`config.mk`:
```
export PLATFORM = sky130hd
export DESIGN_NAME = note_and_cv_pulse_trigger
export DESIGN_NICKNAME = d
export VERILOG_FILES = /design/src/sv/ntrig_pkg.sv /design/src/sv/ntrig_timers.sv /design/src/sv/ntrig_ctrl.sv /design/src/sv/note_and_cv_pulse_trigger.sv
export SDC_FILE = /design/constraint.sdc
export NUM_CORES = 1
export LEC_CHECK = 0
export BUFFER_PORTS_ARGS = -buffer_cell sky130_fd_sc_hd__buf_4
export CELL_PAD_IN_SITES_DETAIL_PLACEMENT = 1
export CELL_PAD_IN_SITES_GLOBAL_PLACEMENT = 2
export CORE_MARGIN = 2
export CORE_UTILIZATION = 40
export CTS_BUF_LIST = sky130_fd_sc_hd__clkbuf_4 sky130_fd_sc_hd__clkbuf_8
export DETAILED_ROUTE_END_ITERATION = 16
export GPL_TIMING_DRIVEN = 0
export PLACE_DENSITY_LB_ADDON = 0.1
export SLEW_MARGIN = 30
export SYNTH_ARGS = -nofsm -noshare
export SYNTH_HDL_FRONTEND = slang
export SYNTH_HIERARCHICAL = 1
export SYNTH_SLANG_ARGS = --single-unit
export TNS_END_PERCENT = 20
```
`constraint.sdc`:
```
create_clock -name aclk -period 6.1 [get_ports aclk]
set_input_delay 0.305 -clock aclk [delete_from_list [all_inputs] [get_ports aclk]]
set_output_delay 0.305 -clock aclk [all_outputs]
set_load 0.01 [all_outputs]
```
`src/sv/ntrig_pkg.sv`:
```
// ----------------------------------------------------------------------------
// ntrig_pkg
// Types, constants and helpers for the note and CV pulse trigger.
// ----------------------------------------------------------------------------
`default_nettype none

package ntrig_pkg;

    localparam int NUM_CHANNELS = 12;
    localparam int CV_BITS      = 10;
    localparam int TICKS_PER_MS = 1000;

    localparam int CH_W   = (NUM_CHANNELS > 1) ? $clog2(NUM_CHANNELS) : 1;
    localparam int PRE_W  = $clog2(TICKS_PER_MS + 1);

    // Fixed field widths
    localparam int PULSE_W  = 6;
    localparam int SETTLE_W = 9;
    localparam int NOTE_W   = 7;
    localparam int VEL_W    = 7;
    localparam int STEP_W   = 4;
    localparam int CFG_AW   = 2;
    localparam int CFG_DW   = 9;

    localparam int S_TDATA_W = 32;
    localparam int M_TDATA_W = 48;

    typedef enum logic [CFG_AW-1:0] {
        REG_PULSE_MS  = 2'd0,
        REG_SETTLE_US = 2'd1,
        REG_NOTE_BASE = 2'd2
    } reg_idx_t;

    typedef enum logic {
        FUNC_TICK = 1'b0,
        FUNC_NOTE = 1'b1
    } func_t;

    // Input payload, gate_level in bit 0
    typedef struct packed {
        logic              is_note_on;
        logic [VEL_W-1:0]  note_velocity;
        logic [NOTE_W-1:0] note_number;
        logic [CV_BITS-1:0] cv_sample;
        logic              gate_level;
    } in_data_t;

    localparam int IN_DATA_W = $bits(in_data_t);

    // Result payload, drive in the low bits
    typedef struct packed {
        logic [VEL_W-1:0]        recent_velocity;
        logic                    note_seen;
        logic [NOTE_W-1:0]       recent_note;
        logic                    gate_low;
        logic [STEP_W-1:0]       cv_step;
        logic [CV_BITS-1:0]      held_cv;
        logic [NUM_CHANNELS-1:0] drive;
    } result_t;

    localparam int RESULT_W = $bits(result_t);

    typedef struct packed {
        logic [PULSE_W-1:0]  pulse_ms;
        logic [SETTLE_W-1:0] settle_delay_us;
        logic [NOTE_W-1:0]   note_base;
    } cfg_t;

    typedef struct packed {
        logic            en;
        logic [CH_W-1:0] ch;
    } fire_t;

    typedef struct packed {
        logic [CV_BITS-1:0] held_cv;
        logic [STEP_W-1:0]  cv_step;
        logic               gate_low;
        logic [NOTE_W-1:0]  recent_note;
        logic               note_seen;
        logic [VEL_W-1:0]   recent_velocity;
    } ctrl_view_t;

    // cv * NUM_CHANNELS / 2^CV_BITS
    function automatic logic [CH_W-1:0] cv_step_of(input logic [CV_BITS-1:0] cv);
        logic [CV_BITS+CH_W-1:0] prod;
        prod = {{CH_W{1'b0}}, cv} * (CV_BITS + CH_W)'(NUM_CHANNELS);
        return prod[CV_BITS+CH_W-1:CV_BITS];
    endfunction

endpackage

`default_nettype wire

```
`src/sv/ntrig_timers.sv`:
```
// ----------------------------------------------------------------------------
// ntrig_timers
// Microsecond prescaler and the per-channel millisecond pulse counters.
// ----------------------------------------------------------------------------
`default_nettype none

module ntrig_timers
    import ntrig_pkg::*;
(
    input  wire logic                    aclk,
    input  wire logic                    aresetn,
    input  wire logic                    tick_adv,
    input  wire logic                    item_adv,
    input  wire fire_t                   fire,
    input  wire logic [PULSE_W-1:0]      pulse_ms,
    output      logic [NUM_CHANNELS-1:0] drive_next
);

    localparam logic [PRE_W-1:0] PRE_LAST = PRE_W'(TICKS_PER_MS - 1);

    logic [PRE_W-1:0]   prescale_reg, prescale_next;
    logic [PULSE_W-1:0] ms_left_reg  [NUM_CHANNELS];
    logic [PULSE_W-1:0] ms_left_next [NUM_CHANNELS];
    logic               ms_tick;

    assign ms_tick = tick_adv && (prescale_reg == PRE_LAST);

    always_comb begin
        if (!tick_adv) begin
            prescale_next = prescale_reg;
        end else if (ms_tick) begin
            prescale_next = '0;
        end else begin
            prescale_next = prescale_reg + PRE_W'(1);
        end
    end

    // Countdown first, then a fire reloads the channel
    always_comb begin
        for (int i = 0; i < NUM_CHANNELS; i++) begin
            if (fire.en && (fire.ch == CH_W'(i))) begin
                ms_left_next[i] = pulse_ms;
            end else if (ms_tick && (ms_left_reg[i] != '0)) begin
                ms_left_next[i] = ms_left_reg[i] - PULSE_W'(1);
            end else begin
                ms_left_next[i] = ms_left_reg[i];
            end
            drive_next[i] = (ms_left_next[i] != '0);
        end
    end

    always_ff @(posedge aclk) begin
        if (!aresetn) begin
            prescale_reg <= '0;
            for (int i = 0; i < NUM_CHANNELS; i++) begin
                ms_left_reg[i] <= '0;
            end
        end else if (item_adv) begin
            prescale_reg <= prescale_next;
            for (int i = 0; i < NUM_CHANNELS; i++) begin
                ms_left_reg[i] <= ms_left_next[i];
            end
        end
    end

endmodule

`default_nettype wire

```
`src/sv/ntrig_ctrl.sv`:
```
// ----------------------------------------------------------------------------
// ntrig_ctrl
// Gate edge and settle wait, CV latch, and MIDI note decode.
// ----------------------------------------------------------------------------
`default_nettype none

module ntrig_ctrl
    import ntrig_pkg::*;
(
    input  wire logic       aclk,
    input  wire logic       aresetn,
    input  wire logic       item_adv,
    input  wire func_t      func,
    input  wire in_data_t   item,
    input  wire cfg_t       cfg,
    output      fire_t      fire,
    output      ctrl_view_t view_next
);

    logic [SETTLE_W-1:0] settle_left_reg, settle_left_next, settle_dec;
    logic                settling_reg, settling_next;
    logic                prev_gate_reg, prev_gate_next;
    logic [CV_BITS-1:0]  cv_latch_reg, cv_latch_next;
    logic [NOTE_W-1:0]   note_reg, note_next;
    logic                seen_reg, seen_next;
    logic [VEL_W-1:0]    vel_reg, vel_next;
    logic                note_on;
    logic [NOTE_W:0]     note_off;
    logic                note_hit;
    logic                latch_now;

    assign settle_dec = (settle_left_reg != '0) ? settle_left_reg - SETTLE_W'(1)
                                                : settle_left_reg;
    assign note_on  = item.is_note_on && (item.note_velocity != '0);
    assign note_off = {1'b0, item.note_number} - {1'b0, cfg.note_base};
    assign note_hit = note_on && !note_off[NOTE_W]
                      && (note_off < (NOTE_W + 1)'(NUM_CHANNELS));

    always_comb begin
        settle_left_next = settle_left_reg;
        settling_next    = settling_reg;
        prev_gate_next   = prev_gate_reg;
        cv_latch_next    = cv_latch_reg;
        note_next        = note_reg;
        seen_next        = seen_reg;
        vel_next         = vel_reg;
        latch_now        = 1'b0;
        fire             = '0;

        unique case (func)
            FUNC_TICK: begin
                if (settling_reg) begin
                    // gate is ignored until the wait runs out
                    settle_left_next = settle_dec;
                    if (settle_dec == '0) begin
                        settling_next = 1'b0;
                        latch_now     = 1'b1;
                    end
                end else begin
                    if (prev_gate_reg && !item.gate_level) begin
                        settle_left_next = cfg.settle_delay_us;
                        if (cfg.settle_delay_us == '0) begin
                            latch_now = 1'b1;
                        end else begin
                            settling_next = 1'b1;
                        end
                    end
                    prev_gate_next = item.gate_level;
                end
                if (latch_now) begin
                    cv_latch_next = item.cv_sample;
                    fire.en       = 1'b1;
                    fire.ch       = cv_step_of(item.cv_sample);
                end
            end
            FUNC_NOTE: begin
                note_next = item.note_number;
                vel_next  = note_on ? item.note_velocity : '0;
                seen_next = 1'b1;
                fire.en   = note_hit;
                fire.ch   = note_off[CH_W-1:0];
            end
            default: begin
            end
        endcase

        view_next.held_cv         = cv_latch_next;
        view_next.cv_step         = STEP_W'(cv_step_of(cv_latch_next));
        view_next.gate_low        = !prev_gate_next;
        view_next.recent_note     = note_next;
        view_next.note_seen       = seen_next;
        view_next.recent_velocity = vel_next;
    end

    always_ff @(posedge aclk) begin
        if (!aresetn) begin
            settle_left_reg <= '0;
            settling_reg    <= 1'b0;
            prev_gate_reg   <= 1'b1;
            cv_latch_reg    <= '0;
            note_reg        <= '0;
            seen_reg        <= 1'b0;
            vel_reg         <= '0;
        end else if (item_adv) begin
            settle_left_reg <= settle_left_next;
            settling_reg    <= settling_next;
            prev_gate_reg   <= prev_gate_next;
            cv_latch_reg    <= cv_latch_next;
            note_reg        <= note_next;
            seen_reg        <= seen_next;
            vel_reg         <= vel_next;
        end
    end

endmodule

`default_nettype wire

```
`src/sv/note_and_cv_pulse_trigger.sv`:
```
// ----------------------------------------------------------------------------
// note_and_cv_pulse_trigger
// Twelve-channel solenoid one-shot driver fired by MIDI notes and CV/gate.
// ----------------------------------------------------------------------------
//  channel   dir  payload                                  handshake
//  s_*       in   tick (gate, CV) or note event            tvalid/tready
//  m_*       out  drive mask, held CV, step, note status   tvalid/tready
//  cfg_*     in   pulse_ms, settle_delay_us, note_base     write enable only
//
//  One item per cycle sustained while m_tready is high; an item taken on s_*
//  goes through the input register, then the result register, to m_*. All
//  channel timers update in parallel. Reset is synchronous and active low.
//  A stall on m_tready holds both stages; s_tready drops only when both are
//  full and m_tready is low.
// ----------------------------------------------------------------------------
`default_nettype none

module note_and_cv_pulse_trigger
    import ntrig_pkg::*;
(
    input  wire logic                 aclk,
    input  wire logic                 aresetn,

    input  wire logic                 s_tvalid,
    output      logic                 s_tready,
    // [0] gate_level, [10:1] cv_sample, [17:11] note_number,
    // [24:18] note_velocity, [25] is_note_on, [31:26] ignored
    input  wire logic [S_TDATA_W-1:0] s_tdata,
    // [0] func
    input  wire logic                 s_tuser,

    output      logic                 m_tvalid,
    input  wire logic                 m_tready,
    // [11:0] drive, [21:12] held_cv, [25:22] cv_step, [26] gate_low,
    // [33:27] recent_note, [34] note_seen, [41:35] recent_velocity, [47:42] zero
    output      logic [M_TDATA_W-1:0] m_tdata,

    input  wire logic                 cfg_we,
    input  wire logic [CFG_AW-1:0]    cfg_addr,
    input  wire logic [CFG_DW-1:0]    cfg_wdata
);

    cfg_t       cfg_reg;
    logic       in_valid_reg;
    func_t      in_func_reg;
    in_data_t   in_data_reg;
    logic       m_valid_reg;
    result_t    result_reg;

    logic       out_ready;
    logic       item_adv;
    logic       s_fire;
    fire_t      fire;
    ctrl_view_t view_next;
    logic [NUM_CHANNELS-1:0] drive_next;

    assign out_ready = !m_valid_reg || m_tready;
    assign item_adv  = in_valid_reg && out_ready;
    assign s_tready  = !in_valid_reg || out_ready;
    assign s_fire    = s_tvalid && s_tready;

    always_ff @(posedge aclk) begin
        if (!aresetn) begin
            cfg_reg.pulse_ms        <= PULSE_W'(30);
            cfg_reg.settle_delay_us <= SETTLE_W'(200);
            cfg_reg.note_base       <= NOTE_W'(36);
        end else if (cfg_we) begin
            unique case (cfg_addr)
                REG_PULSE_MS:  cfg_reg.pulse_ms        <= cfg_wdata[PULSE_W-1:0];
                REG_SETTLE_US: cfg_reg.settle_delay_us <= cfg_wdata[SETTLE_W-1:0];
                REG_NOTE_BASE: cfg_reg.note_base       <= cfg_wdata[NOTE_W-1:0];
                default: begin
                end
            endcase
        end
    end

    // input register
    always_ff @(posedge aclk) begin
        if (!aresetn) begin
            in_valid_reg <= 1'b0;
        end else if (s_tready) begin
            in_valid_reg <= s_tvalid;
        end
    end

    always_ff @(posedge aclk) begin
        if (s_fire) begin
            in_func_reg <= func_t'(s_tuser);
            in_data_reg <= in_data_t'(s_tdata[IN_DATA_W-1:0]);
        end
    end

    ntrig_ctrl u_ctrl (
        .aclk      (aclk),
        .aresetn   (aresetn),
        .item_adv  (item_adv),
        .func      (in_func_reg),
        .item      (in_data_reg),
        .cfg       (cfg_reg),
        .fire      (fire),
        .view_next (view_next)
    );

    ntrig_timers u_timers (
        .aclk       (aclk),
        .aresetn    (aresetn),
        .tick_adv   (item_adv && (in_func_reg == FUNC_TICK)),
        .item_adv   (item_adv),
        .fire       (fire),
        .pulse_ms   (cfg_reg.pulse_ms),
        .drive_next (drive_next)
    );

    // result register
    always_ff @(posedge aclk) begin
        if (!aresetn) begin
            m_valid_reg <= 1'b0;
        end else if (out_ready) begin
            m_valid_reg <= in_valid_reg;
        end
    end

    always_ff @(posedge aclk) begin
        if (item_adv) begin
            result_reg.drive           <= drive_next;
            result_reg.held_cv         <= view_next.held_cv;
            result_reg.cv_step         <= view_next.cv_step;
            result_reg.gate_low        <= view_next.gate_low;
            result_reg.recent_note     <= view_next.recent_note;
            result_reg.note_seen       <= view_next.note_seen;
            result_reg.recent_velocity <= view_next.recent_velocity;
        end
    end

    assign m_tvalid = m_valid_reg;
    assign m_tdata  = {{(M_TDATA_W - RESULT_W){1'b0}}, result_reg};

endmodule

`default_nettype wire

```
==> run_results.csv <==
group,metric,value,unit
outcome,status,"completed",
critical_path,startpoint,"u_ctrl/settle_left_reg[0]",
floorplanning,core,30500,sq um
pwr,p_total,3.62,mW
clock_tree,htree_levels,2,
final_layout,largest_reg_flops,72,
sta,rsz0062_at_grt,"no",
sta,worst_pin_slew,918,ps
final_layout,drive_gt1_frac,0.162,
global_route,grt_pass1_vias,10800,
logic_synthesis,ys_ff_latch,211,
logic_synthesis,synth_most_common_cell,"edfxtp_1",
pwr,powerDensity,244,nW/um^2
sta,fin_crit_sh,0.930,
logic_synthesis,netlist_area,12400,sq um
min_path,hold_class,"in -> reg",
final_layout,antenna_cells,0,
floorplanning,num_rows,64,
pwr,p_switching,0.953,mW
clock_tree,cts_tree,"built",
placed_design,finalWeightedCongestion,0.801,
drt,post-route-drc-count,0,
clock_tree,post-cts-setup-buffers,0,
drt,wl_per_cell,20.3,microns
critical_path,rrSetupSlack,420,ps
global_route,grt.overflow.total,0,
critical_path,ff2ff_path_depth,14,
flow_run,max-cap-violations,0,
drt,via_count,10100,
drt,drtIter0Drc,382,
critical_path,end_kind,"register",
logic_synthesis,yosysWarningCount,6,
drt,ant_nets,0,
critical_path,critPathCapture,"m_tdata[7]",
critical_path,cp_max_fo,10,
placed_design,portBuffers,84,
global_route,grt_max_degree,38,
logic_synthesis,ys_top_cells_by_area,"edfxtp_1, dfxtp_1, ha_1",
sta,drv_slew,0,
pwr,seq_power_share,0.463,
global_route,grt_first_pass_wirelength,59500,microns
sta,setup_violations,0,
drt,wirelength,37500,microns
logic_synthesis,yosysTopAreaCell,"edfxtp_1",
drt,viasPerCell,5.44,
sta,timing.final.crit_period,5680,ps
floorplanning,die_height,180,microns
clock_tree,cts-root-buf,"clkbuf_8",
logic_synthesis,yosysTopAreaCellShare,0.342,
critical_path,startpoint_type,"register",
placed_design,dp_hpwl,26900,microns
global_route,antenna_found_initial,0,
pwr,combPwrFrac,0.129,
pwr,netSwitchingFraction,0.264,
floorplanning,start_util,0.406,
pwr,ir_worst_vdd,0.202,mV
logic_synthesis,synth_cell_types,88,
sta,fin_skew,25.8,ps
final_layout,nets,1523,
sta,setup-tns-final,0,ps
clock_tree,clock-sinks,211,
pwr,p_leak,5.94,nW
floorplanning,die_w,180,microns
sta,setup_ws,425,ps
final_layout,area_growth,19.6,%
logic_synthesis,synthCells,1255,
sta,maxClockFrequency,176,MHz
sta,slew_headroom,0.385,
sta,hold_viol,0,
critical_path,required,6360,ps
critical_path,r2r-start,"u_ctrl/settle_left_reg[0]",
pwr,power_frac_clock,0.408,
clock_tree,cts_buffers,41,
pwr,p_int,2.66,mW
global_route,track_usage,0.230,
critical_path,crit_arrival,5930,ps
placed_design,dp_slack,410,ps
floorplanning,io_pins,99,
logic_synthesis,postSynthAreaPerCell,9.86,sq um
logic_synthesis,async_flop_share,0,
logic_synthesis,yosys_most_used_dff,"edfxtp_1",
logic_synthesis,synth_edf_count,141,
critical_path,crit_type,"reg -> reg",
clock_tree,clk_pin_slew,60,ps
drt,drtPass1Iterations,7,
clock_tree,clk_latency,550,ps
critical_path,timing.rr.end,"m_tdata[7]",
logic_synthesis,synth_common_cells,"edfxtp_1, nor2_1, nand2_1",
floorplanning,die_area,32400,sq um
logic_synthesis,ys_seq_area_frac,0.456,
clock_tree,clockBufferDepth,3,
-- worst min path at each step --
stage	start	end	slack [ps]	cells after the start
after floorplan	s_tdata[0]	in_data_reg[0]	400	0
after global placement	cfg_reg[16]	cfg_reg[16]	450	2
after detailed placement	cfg_reg[16]	cfg_reg[16]	450	2
after CTS	cfg_wdata[3]	cfg_reg[3]	10	3
after global routing	cfg_wdata[3]	cfg_reg[3]	40	3
final	cfg_wdata[3]	cfg_reg[3]	40	3
-- power by group through the flow --
stage,clock network [mW],logic (mW),registers [mW]
final,1.48,0.467,1.67
after global routing,1.58,0.519,1.68
after CTS,1.53,0.470,1.67
after detailed placement,0,0.451,1.70
after global placement,0,0.432,1.71
after floorplan,0,0.289,1.69
-- placed cells by master, fill, tap and decap left out, types with 15 or more instances in the layout --
master	instances
buf_4	98
nand4_1	24
clkbuf_8	48
a211oi_1	18
nor3_1	23
a21oi_1	48
xnor2_1	34
and3_1	16
inv_1	82
nor2_1	138
mux2i_1	54
dlygate4sd3_1	31
nand2_1	100
ha_1	51
edfxtp_1	141
clkbuf_4	15
a21boi_0	21
o21ai_0	37
dfxtp_1	70
nand3_1	34
clkbuf_1	38
nor2b_1	28
-- through the flow --
stage / hold WS [ps] / utilization / cell area (sq um) / std cells
final: 41.4 / 0.485 / 14800 / 1850
after global routing: 38.6 / 0.485 / 14800 / 1850
after CTS: 13.5 / 0.485 / 14800 / 1850
after detailed placement: 451 / 0.447 / 13600 / 1744
after global placement: 446 / 0.443 / 13500 / 1740
after floorplan: 404 / - / 12400 / 1260
-- repair_timing --
action | in CTS | in global routing
hold buffers | 31 | 0
resized for setup | 0 | 0
hold endpoints to repair | 31 | 0
-- cell families after synthesis --
group,after synthesis,share of synthesized area
muxes,75,0.0631
xor gates and xnor gates,41,0.0290
other,1,0.000303
adders and majority gates,53,0.0540
DFF,211,0.456
and+or+nand+nor,474,0.201
buffers and inverters,152,0.0538
AOI/OAI and AO/OA,248,0.143
-- worst max-delay path: stages (launching register included) --
cell and delay, ps:
dfxtp_1 380, inv_1 140, ha_1 240, or4b_4 500, or3_1 320, buf_2 180, a211o_1 340, o41ai_1 700
nand2_1 260, o21ai_0 540, and3b_1 330, nand3_1 350, or3_1 440, o31a_1 110, or4_1 560
-- final cells by class --
type	instances	area (sq um)
timing repair buffer	119	1030
tap	396	495
sequential	211	5640
multi-input combinational	897	6120
buffer	69	354
clock buffer	63	773
fill	3459	15700
inverter	83	312
clock inverter	12	85.1
-- per-layer routing --
layer  part of all wire  global-route usage  routed length (microns)
met3              0.040              0.0389                     1500
met2               0.51               0.418                    19200
met4              0.023              0.0654                      880
met1               0.43               0.279                    15900
met5                  0                   0                        0
Note: power is estimated with default switching activity, not from simulation.
